$ cat src/rtl/tvpsg_pkg.sv
// Shared types and constants for the three-voice tone/noise/envelope sound generator.
// Used by tvpsg_regs, tvpsg_gen and the top level.
package tvpsg_pkg;

  localparam int unsigned PRESCALE_DEF = 16;
  localparam int unsigned NUM_REGS     = 16;
  localparam int unsigned NUM_VOICES   = 3;

  typedef enum logic [1:0] {
    OP_WRITE = 2'd0,
    OP_READ  = 2'd1,
    OP_TICK  = 2'd2
  } opcode_e;

  localparam logic [3:0] REG_NOISE_PER  = 4'd6;
  localparam logic [3:0] REG_MIXER      = 4'd7;
  localparam logic [3:0] REG_AMP_A      = 4'd8;
  localparam logic [3:0] REG_ENV_FINE   = 4'd11;
  localparam logic [3:0] REG_ENV_COARSE = 4'd12;
  localparam logic [3:0] REG_ENV_SHAPE  = 4'd13;

  localparam logic CFG_CYCLES_PER_SAMPLE = 1'b0;

  typedef logic [NUM_REGS-1:0][7:0] reg_file_t;

  typedef struct packed {
    logic       advance;
    logic       shape_wr;
    logic [3:0] shape;
  } gen_ctrl_t;

  typedef struct packed {
    logic [NUM_VOICES-1:0] tone_sign;
    logic                  noise_bit;
    logic [3:0]            env_level;
  } gen_out_t;

endpackage

$ cat src/rtl/three_voice_tone_noise_envelope_psg_unit.sv
// Three-voice tone/noise/envelope sound generator, top level.
// An item goes through the input register, then its result into the result register.
// Throughput: one item per cycle unless stalled; each register holds one item.
// Reset: all sound registers, counters and envelope state clear, noise register to 1,
// cycles_per_sample to 1. Depends on tvpsg_pkg, tvpsg_regs and tvpsg_gen.
module three_voice_tone_noise_envelope_psg_unit #(
  parameter int unsigned PRESCALE = tvpsg_pkg::PRESCALE_DEF
) (
  input  logic        clk_i,
  input  logic        rst_ni,
  input  logic        psel,
  input  logic        penable,
  input  logic        pwrite,
  input  logic [2:0]  paddr,
  input  logic [31:0] pwdata,
  output logic [31:0] prdata,
  output logic        pready,
  input  logic        in_valid_i,
  output logic        in_stall_o,
  input  logic [1:0]  opcode_i,
  input  logic [3:0]  reg_addr_i,
  input  logic [7:0]  write_data_i,
  output logic        out_valid_o,
  input  logic        out_stall_i,
  output logic [7:0]  read_data_o,
  output logic        sample_valid_o,
  output logic [3:0]  level_a_o,
  output logic [3:0]  level_b_o,
  output logic [3:0]  level_c_o
);
  import tvpsg_pkg::*;

  localparam int unsigned PRE_W = (PRESCALE > 1) ? $clog2(PRESCALE) : 1;

  logic [15:0] cps_q;

  logic       s1_valid_q;
  logic [1:0] s1_op_q;
  logic [3:0] s1_addr_q;
  logic [7:0] s1_data_q;

  logic       out_valid_q;
  logic [7:0] read_data_q, read_data_d;
  logic       sample_q, sample_d;
  logic [NUM_VOICES-1:0][3:0] level_q, level_d, mix_level;

  logic [PRE_W-1:0]  pre_q, pre_d;
  logic [PRE_W:0]    pre_inc;
  logic [15:0]       sc_q, sc_d;
  logic [16:0]       sc_inc;
  logic [15:0]       cps_eff;

  logic      out_free, proc, accept, is_tick, is_write, pre_wrap, sample_hit;
  opcode_e   op;
  reg_file_t regs;
  gen_ctrl_t gen_ctrl;
  gen_out_t  gen_out;

  assign pready = 1'b1;
  assign prdata = (paddr[2] == CFG_CYCLES_PER_SAMPLE) ? {16'd0, cps_q} : 32'd0;

  always_ff @(posedge clk_i or negedge rst_ni) begin
    if (!rst_ni) begin
      cps_q <= 16'd1;
    end else if (psel && penable && pwrite && (paddr[2] == CFG_CYCLES_PER_SAMPLE)) begin
      cps_q <= pwdata[15:0];
    end
  end

  assign out_free   = !out_valid_q || !out_stall_i;
  assign proc       = s1_valid_q && out_free;
  assign in_stall_o = s1_valid_q && !out_free;
  assign accept     = in_valid_i && !in_stall_o;

  always_ff @(posedge clk_i or negedge rst_ni) begin
    if (!rst_ni) begin
      s1_valid_q <= 1'b0;
    end else if (accept) begin
      s1_valid_q <= 1'b1;
    end else if (proc) begin
      s1_valid_q <= 1'b0;
    end
  end

  always_ff @(posedge clk_i) begin
    if (accept) begin
      s1_op_q   <= opcode_i;
      s1_addr_q <= reg_addr_i;
      s1_data_q <= write_data_i;
    end
  end

  assign op       = opcode_e'(s1_op_q);
  assign is_tick  = proc && (op == OP_TICK);
  assign is_write = proc && (op == OP_WRITE);

  tvpsg_regs u_regs (
    .clk_i     (clk_i),
    .rst_ni    (rst_ni),
    .wr_en_i   (is_write),
    .wr_addr_i (s1_addr_q),
    .wr_data_i (s1_data_q),
    .regs_o    (regs)
  );

  assign pre_inc  = {1'b0, pre_q} + (PRE_W+1)'(1);
  assign pre_wrap = pre_inc >= (PRE_W+1)'(PRESCALE);
  assign pre_d    = is_tick ? (pre_wrap ? '0 : pre_inc[PRE_W-1:0]) : pre_q;

  assign cps_eff    = (cps_q == 16'd0) ? 16'd1 : cps_q;
  assign sc_inc     = {1'b0, sc_q} + 17'd1;
  assign sample_hit = sc_inc >= {1'b0, cps_eff};
  assign sc_d       = is_tick ? (sample_hit ? '0 : sc_inc[15:0]) : sc_q;

  always_ff @(posedge clk_i or negedge rst_ni) begin
    if (!rst_ni) begin
      pre_q <= '0;
      sc_q  <= '0;
    end else begin
      pre_q <= pre_d;
      sc_q  <= sc_d;
    end
  end

  assign gen_ctrl.advance  = is_tick && pre_wrap;
  assign gen_ctrl.shape_wr = is_write && (s1_addr_q == REG_ENV_SHAPE);
  assign gen_ctrl.shape    = s1_data_q[3:0];

  tvpsg_gen u_gen (
    .clk_i  (clk_i),
    .rst_ni (rst_ni),
    .ctrl_i (gen_ctrl),
    .regs_i (regs),
    .gen_o  (gen_out)
  );

  for (genvar ch = 0; ch < NUM_VOICES; ch++) begin : g_mix
    logic tone_on, noise_on;
    logic [7:0] amp;
    assign amp      = regs[REG_AMP_A + 4'(ch)];
    assign tone_on  = regs[REG_MIXER][ch] || gen_out.tone_sign[ch];
    assign noise_on = regs[REG_MIXER][ch+3] || gen_out.noise_bit;
    assign mix_level[ch] = (tone_on && noise_on) ?
                           (amp[4] ? gen_out.env_level : amp[3:0]) : 4'd0;
  end

  always_comb begin
    read_data_d = '0;
    sample_d    = 1'b0;
    level_d     = '0;
    unique case (op)
      OP_READ: begin
        read_data_d = regs[s1_addr_q];
      end
      OP_TICK: begin
        if (sample_hit) begin
          sample_d = 1'b1;
          level_d  = mix_level;
        end
      end
      default: begin
        read_data_d = '0;
      end
    endcase
  end

  always_ff @(posedge clk_i or negedge rst_ni) begin
    if (!rst_ni) begin
      out_valid_q <= 1'b0;
    end else if (proc) begin
      out_valid_q <= 1'b1;
    end else if (!out_stall_i) begin
      out_valid_q <= 1'b0;
    end
  end

  always_ff @(posedge clk_i) begin
    if (proc) begin
      read_data_q <= read_data_d;
      sample_q    <= sample_d;
      level_q     <= level_d;
    end
  end

  assign out_valid_o    = out_valid_q;
  assign read_data_o    = read_data_q;
  assign sample_valid_o = sample_q;
  assign level_a_o      = level_q[0];
  assign level_b_o      = level_q[1];
  assign level_c_o      = level_q[2];

`ifndef NO_ASSERTIONS
  a_stall_only_when_full: assert property (@(posedge clk_i) disable iff (!rst_ni)
    in_stall_o |-> (out_valid_o && out_stall_i))
    else $error("input stalled while result slot free");

  a_sample_only_on_tick: assert property (@(posedge clk_i) disable iff (!rst_ni)
    (proc && (op != OP_TICK)) |=> !sample_valid_o)
    else $error("sample flagged for a non-tick item");

  a_read_data_only_on_read: assert property (@(posedge clk_i) disable iff (!rst_ni)
    (proc && (op != OP_READ)) |=> (read_data_o == 8'd0))
    else $error("read data on a non-read item");

  a_levels_zero_without_sample: assert property (@(posedge clk_i) disable iff (!rst_ni)
    (out_valid_o && !sample_valid_o) |->
      ((level_a_o == 4'd0) && (level_b_o == 4'd0) && (level_c_o == 4'd0)))
    else $error("levels driven without a sample");
`endif

endmodule

$ cat src/rtl/tvpsg_regs.sv
// Sixteen masked 8-bit sound registers with a single write port.
// Depends on tvpsg_pkg.
module tvpsg_regs (
  input  logic                clk_i,
  input  logic                rst_ni,
  input  logic                wr_en_i,
  input  logic [3:0]          wr_addr_i,
  input  logic [7:0]          wr_data_i,
  output tvpsg_pkg::reg_file_t regs_o
);
  import tvpsg_pkg::*;

  reg_file_t regs_q;

  function automatic logic [7:0] reg_mask(input logic [3:0] addr);
    logic [7:0] m;
    unique case (addr)
      4'd1, 4'd3, 4'd5, 4'd13:     m = 8'h0F;
      4'd6, 4'd8, 4'd9, 4'd10:     m = 8'h1F;
      default:                     m = 8'hFF;
    endcase
    return m;
  endfunction

  always_ff @(posedge clk_i or negedge rst_ni) begin
    if (!rst_ni) begin
      regs_q <= '0;
    end else if (wr_en_i) begin
      regs_q[wr_addr_i] <= wr_data_i & reg_mask(wr_addr_i);
    end
  end

  assign regs_o = regs_q;

endmodule

$ cat src/rtl/tvpsg_gen.sv
// Tone, noise and envelope generators advanced once per prescaled tick.
// Depends on tvpsg_pkg; reports next-state values for the mixer.
module tvpsg_gen (
  input  logic                 clk_i,
  input  logic                 rst_ni,
  input  tvpsg_pkg::gen_ctrl_t ctrl_i,
  input  tvpsg_pkg::reg_file_t regs_i,
  output tvpsg_pkg::gen_out_t  gen_o
);
  import tvpsg_pkg::*;

  logic [NUM_VOICES-1:0][11:0] tone_count_q, tone_count_d;
  logic [NUM_VOICES-1:0]       tone_sign_q, tone_sign_d;
  logic [5:0]                  noise_count_q, noise_count_d;
  logic [16:0]                 lfsr_q, lfsr_d;
  logic [16:0]                 env_count_q, env_count_d;
  logic [4:0]                  env_step_q, env_step_d;
  logic                        env_seg_q, env_seg_d;
  logic [3:0]                  env_level_q, env_level_d;

  logic [4:0]  noise_per;
  logic [5:0]  noise_lim;
  logic [6:0]  noise_inc;
  logic [15:0] env_per;
  logic [16:0] env_lim;
  logic [17:0] env_inc;
  logic [3:0]  shape;
  logic [4:0]  step_inc;
  logic [3:0]  level_stepped;
  logic        seg_next;
  logic        hold_high;

  for (genvar ch = 0; ch < NUM_VOICES; ch++) begin : g_tone
    logic [11:0] tone_per;
    logic [12:0] tone_inc;

    always_comb begin
      tone_per = {regs_i[2*ch+1][3:0], regs_i[2*ch]};
      if (tone_per == 12'd0) begin
        tone_per = 12'd1;
      end
      tone_inc            = {1'b0, tone_count_q[ch]} + 13'd1;
      tone_count_d[ch]    = tone_count_q[ch];
      tone_sign_d[ch]     = tone_sign_q[ch];
      if (ctrl_i.advance) begin
        if (tone_inc >= {1'b0, tone_per}) begin
          tone_count_d[ch] = '0;
          tone_sign_d[ch]  = ~tone_sign_q[ch];
        end else begin
          tone_count_d[ch] = tone_inc[11:0];
        end
      end
    end
  end

  always_comb begin
    noise_per     = regs_i[REG_NOISE_PER][4:0];
    noise_lim     = (noise_per == 5'd0) ? 6'd2 : {noise_per, 1'b0};
    noise_inc     = {1'b0, noise_count_q} + 7'd1;
    noise_count_d = noise_count_q;
    lfsr_d        = lfsr_q;
    if (ctrl_i.advance) begin
      if (noise_inc >= {1'b0, noise_lim}) begin
        noise_count_d = '0;
        lfsr_d        = {lfsr_q[0] ^ lfsr_q[3], lfsr_q[16:1]};
      end else begin
        noise_count_d = noise_inc[5:0];
      end
    end
  end

  always_comb begin
    env_per   = {regs_i[REG_ENV_COARSE], regs_i[REG_ENV_FINE]};
    env_lim   = {env_per, 1'b0};
    env_inc   = {1'b0, env_count_q} + 18'd1;
    shape     = regs_i[REG_ENV_SHAPE][3:0];
    step_inc  = env_step_q + 5'd1;
    hold_high = (shape == 4'd8) || (shape == 4'd11) || (shape == 4'd13) || (shape == 4'd14);
    seg_next  = ((shape & 4'h9) == 4'h8) ? ~env_seg_q : 1'b1;

    level_stepped = env_level_q;
    if (env_step_q != 5'd0) begin
      if (env_seg_q) begin
        if ((shape == 4'd10) || (shape == 4'd12)) begin
          level_stepped = env_level_q + 4'd1;
        end else if ((shape == 4'd8) || (shape == 4'd14)) begin
          level_stepped = env_level_q - 4'd1;
        end
      end else if (shape[2]) begin
        level_stepped = env_level_q + 4'd1;
      end else begin
        level_stepped = env_level_q - 4'd1;
      end
    end

    env_count_d = env_count_q;
    env_step_d  = env_step_q;
    env_seg_d   = env_seg_q;
    env_level_d = env_level_q;
    priority if (ctrl_i.shape_wr) begin
      env_count_d = '0;
      env_seg_d   = 1'b0;
      env_step_d  = '0;
      env_level_d = ctrl_i.shape[2] ? 4'h0 : 4'hF;
    end else if (ctrl_i.advance && (env_inc >= {1'b0, env_lim})) begin
      env_count_d = '0;
      if (step_inc[4]) begin
        env_seg_d  = seg_next;
        env_step_d = '0;
        if (seg_next) begin
          env_level_d = hold_high ? 4'hF : 4'h0;
        end else begin
          env_level_d = shape[2] ? 4'h0 : 4'hF;
        end
      end else begin
        env_step_d  = step_inc;
        env_level_d = level_stepped;
      end
    end else if (ctrl_i.advance) begin
      env_count_d = env_inc[16:0];
    end else begin
      env_count_d = env_count_q;
    end
  end

  always_ff @(posedge clk_i or negedge rst_ni) begin
    if (!rst_ni) begin
      tone_count_q  <= '0;
      tone_sign_q   <= '0;
      noise_count_q <= '0;
      lfsr_q        <= 17'd1;
      env_count_q   <= '0;
      env_step_q    <= '0;
      env_seg_q     <= 1'b0;
      env_level_q   <= '0;
    end else begin
      tone_count_q  <= tone_count_d;
      tone_sign_q   <= tone_sign_d;
      noise_count_q <= noise_count_d;
      lfsr_q        <= lfsr_d;
      env_count_q   <= env_count_d;
      env_step_q    <= env_step_d;
      env_seg_q     <= env_seg_d;
      env_level_q   <= env_level_d;
    end
  end

  assign gen_o.tone_sign = tone_sign_d;
  assign gen_o.noise_bit = lfsr_d[0];
  assign gen_o.env_level = env_level_d;

endmodule

$ cat config.mk
export PLATFORM = sky130hd
export DESIGN_NAME = three_voice_tone_noise_envelope_psg_unit
export DESIGN_NICKNAME = d
export VERILOG_FILES = /design/src/rtl/tvpsg_pkg.sv /design/src/rtl/three_voice_tone_noise_envelope_psg_unit.sv /design/src/rtl/tvpsg_regs.sv /design/src/rtl/tvpsg_gen.sv
export SDC_FILE = /design/constraint.sdc
export NUM_CORES = 1
export LEC_CHECK = 0
export BUFFER_PORTS_ARGS = -buffer_cell sky130_fd_sc_hd__buf_2
export CORE_UTILIZATION = 65
export DETAILED_ROUTE_END_ITERATION = 12
export MAX_ROUTING_LAYER = met4
export PLACE_DENSITY_LB_ADDON = 0.12
export SETUP_SLACK_MARGIN = 0.2
export SLEW_MARGIN = 10
export SYNTH_ARGS = -nofsm -noshare
export SYNTH_HDL_FRONTEND = slang
export SYNTH_SLANG_ARGS = --single-unit
export TNS_END_PERCENT = 20
$ cat constraint.sdc
create_clock -name clk_i -period 5.3 [get_ports clk_i]
set_input_delay 0.53 -clock clk_i [delete_from_list [all_inputs] [get_ports clk_i]]
set_output_delay 0.53 -clock clk_i [all_outputs]
set_load 0.02 [all_outputs]
==> summary.md <==
| Metric | Value |
|---|---|
| Outcome | finished, violations left |
| Failing checks | hold timing |
| Final slew viol count | 0 |
| Vias in the first global route | 11665 |
| Crit Path Class | reg -> reg |
| Core Box Area | 24390 um2 |
| WL final | 37.21 mm |
| Post-CTS setup buffers | 0 |
| Final Skew | 17.47 ps |
| Worst Path Buf+Inv | 0 |
| Commonest non-fill, non-tap cell in the layout | dfrtp_1 |
| I/O pins | 112 |
| Synth Flop Type | dfrtp_1 |
| Pint | 4.416 mW |
| Share of cells above drive strength 1 | 20.33% |
| Drt initial violations | 881 |
| Setup TNS | 0 ps |
| # clock sinks | 291 |
| First-pass GRT wire length | 60.51 mm |
| Slew margin rel. | 31.93% |
| Placed Cells | 1867 |
| Switching Share | 26.91% |
| Drt wl/cell | 19.35 um |
| Syn_area_per_cell | 10.60 um2 |
| PortBufs | 76 |
| Die Wd | 159.7 um |
| Worst Max-Slew Pin Slew | 1017 ps |
| Data arrival time of the worst path | 4350 ps |
| Routability cong. | 0.8578 |
| Synth warn | 0 |
| Max-cap violations | 0 |
| Clock Pin Slew Worst Setup and Hold Paths | 60 ps |
| Final min period | 4060 ps |
| Layout area overhead | 10.45% |
| Largest net degree at the start of global routing | 159 |
| EDFF count, synth | 35 |
| Fin. Hold Viols | 15 |
| Unrepaired setup endpoints after global routing | no |
| Clock buffer depth | 3 |
| Worst path max stage delay | 500 ps |
| Starting Density | 66.30% |
| Post-DP HPWL | 25.36 mm |
| Seq pwr share | 44.8% |
| Root buffer cell | clkbuf_16 |
| Ys async rst share | 87.29% |
| Worst min path class | in -> async |
| Non-Filler Instances | 1923 |
| Most frequent cells in the layout | dfrtp_1, nand2_1, o21ai_0 |
| First-pass DRT Iterations | 5 |
| Fin crit share | 76.60% |
| Hold_buf cts | 0 |
| Worst EP required | 5590 ps |
| Nets@finish | 1716 |
| Worst-path cell chain | and4_1, and2_1, nand3_1, nor2_1, nand3_1, xnor2_1, ha_1, nand4_1, nor2_1, a41oi_1, o211a_1, o21ai_2, nand2_1, a311oi_2, a211oi_1 |
| Initial antenna violation count | 0 |
| Die Footprint | 25510 um2 |
| Post_cts resized | 0 |
| Power per cell area | 338.2 nW/um2 |
| Vias | 11860 |
| Slowest library cell on the worst path | a311oi_2 |
| H-tree depth | 1 |
| Synth Instances | 1525 |
| DRT antenna net count | 0 |
| Top delay family on crit path | simple AND/OR/NAND/NOR gates |
| GR Overflow Total | 0 |
| Psw | 1.625 mW |
| Later-pin clock latency in the skew report | 560 ps |
| Pleak | 8.280 nW |
| Syn Std Cell Area | 16170 um2 |
| TritonCTS clock tree | done |
| Avg Vias per Cell | 6.167 |
| #FFs+latches synth | 291 |
| Crit Path Max Fanout | 7 |
| Clock power frac | 39.8% |
| Placement Rows | 57 |
| N_diodes | 0 |
| WHS | -60.69 ps |
| Total Routing Usage GR | 30.69% |
| Clock buffer count from CTS | 30 |
| Critical path capture point type | flip-flop |
| Remaining DRCs | 0 |
| Comb power frac | 15.4% |
| Post-synthesis cell type count | 86 |
| Die height | 159.7 um |
| Worst setup SP type | flip-flop |
| Sequential fraction of the synthesis area | 46.07% |
| Final setup fails | 0 |
| Peak VDD IR | 326.1 uV |
| FMAX | 0.2463 GHz |
through the flow:
| stage | setup WS (ps) | util [%] | instance area [um2] | power [mW] |
|---|---|---|---|---|
| after floorplan | 1937 | - | 16230 | 3.344 |
| after global placement | 1441 | 68.55 | 16720 | 3.609 |
| after detailed placement | 1354 | 68.55 | 16720 | 3.659 |
| after CTS | 1280 | 73.23 | 17860 | 6.058 |
| after global routing | 939.0 | 73.23 | 17860 | 6.278 |
| final | 1240 | 73.23 | 17860 | 6.041 |
power groups by stage:
stage	logic [mW]	clock network (mW)	registers (mW)
3_5_place_dp	0.922	0	2.74
6_report	0.929	2.40	2.71
5_1_grt	1.03	2.51	2.73
3_3_place_gp	0.886	0	2.72
2_1_floorplan	0.694	0	2.65
4_1_cts	0.934	2.42	2.70
Yosys cell counts (4+ instances only):
master	instances	area share, %
a211oi_1	15	0.70
a21o_1	7	0.32
a21oi_1	28	0.87
a22o_1	16	0.87
a31oi_1	6	0.23
and2_1	10	0.39
and3_1	15	0.58
and3_2	4	0.19
and4_1	6	0.32
buf_2	9	0.28
buf_4	17	0.79
clkbuf_1	53	1.2
dfrtp_1	252	39
edfxtp_1	35	6.5
ha_1	85	6.6
inv_1	95	2.2
mux2_2	107	7.5
mux2i_1	10	0.62
mux4_2	40	5.6
nand2_1	190	4.4
nand2b_1	18	0.70
nand3_1	44	1.4
nand4_1	23	0.89
nor2_1	78	1.8
nor2b_1	17	0.66
nor3_1	20	0.62
nor4_1	10	0.39
o211ai_1	5	0.23
o21a_1	4	0.19
o21ai_0	140	4.3
o31ai_1	10	0.46
o41ai_1	5	0.27
or2_2	5	0.19
or3_1	4	0.15
xnor2_1	46	2.5
xor2_1	26	1.4
flip-flops by register name (all words and copies together) (netlist names), named ones only:
| register | count |
|---|---|
| out_valid_o | 1 |
| op | 2 |
| level_a_o | 4 |
| u_gen.tone_sign_q | 3 |
| pre_q | 4 |
| s1_data_q | 8 |
| sample_valid_o | 1 |
| sc_q | 16 |
| s1_valid_q | 1 |
| u_gen.noise_count_q | 6 |
| level_b_o | 4 |
| u_gen.tone_count_q | 36 |
| read_data_o | 8 |
| level_c_o | 4 |
| u_gen.lfsr_q | 17 |
| u_gen.env_step_q | 4 |
| u_regs.regs_o | 128 |
| cps_q | 16 |
| s1_addr_q | 4 |
| u_gen.env_seg_q | 1 |
| u_gen.env_count_q | 17 |
| u_gen.env_level_q | 4 |
layer usage:
metal	GRT usage, %	vias to the layer above	part of all wire, %
li1	-	5501	-
met1	40.76	5860	43
met2	49.44	426	48
met3	4.961	73	6.7
met4	7.998	0	2.7
met5	-	-	0
worst paths after layout:
kind / from / end / slack [ps] / cells after the start
min reg2reg: s1_valid_q$_DFFE_PN0P_ / out_valid_o$_DFFE_PN0P_ / 480 / 1
max in group asynchronous: rst_ni / cps_q[7]$_DFFE_PN0P_ / 4000 / 2
min in group clk_i: write_data_i[0] / s1_data_q[0]$_DFFE_PP_ / 150 / 1
max: u_gen.env_count_q[2]$_DFFE_PN0P_ / level_c_o[0]$_SDFFCE_PN0P_ / 1240 / 15
max reg2reg: u_gen.env_count_q[2]$_DFFE_PN0P_ / level_c_o[0]$_SDFFCE_PN0P_ / 1240 / 15
min: rst_ni / u_gen.tone_count_q[9]$_DFFE_PN0P_ / -60 / 1
final cells by class:
type | count | area (um2)
multi-input combinational | 1071 | 8031
sequential | 291 | 7450
fill | 1696 | 6530
clock buffer | 45 | 909.6
timing repair buffer | 86 | 478.0
tap | 324 | 405.4
inverter | 95 | 356.6
clock inverter | 11 | 230.2
cells by family (layout without fill, tap and decap cells):
group,after synthesis,count (layout),share of synthesized area (%)
flops,291,291,46.07
fa+ha+maj,85,85,6.577
other cells,2,17,0.04644
mux,157,157,13.64
xor+xnor,73,73,4.000
buf+inv,178,237,4.612
simple gates,463,463,13.85
compound gates,276,276,11.20
worst register-to-register path, cell delays in order (launching register included):
cell and delay [ps]:
dfrtp_1 460, and4_1 270, and2_1 170, nand3_1 200, nor2_1 320, nand3_1 140
xnor2_1 160, ha_1 300, nand4_1 80, nor2_1 150, a41oi_1 160, o211a_1 170
o21ai_2 300, nand2_1 260, a311oi_2 500, a211oi_1 140
(Power assumes the default switching activity.)
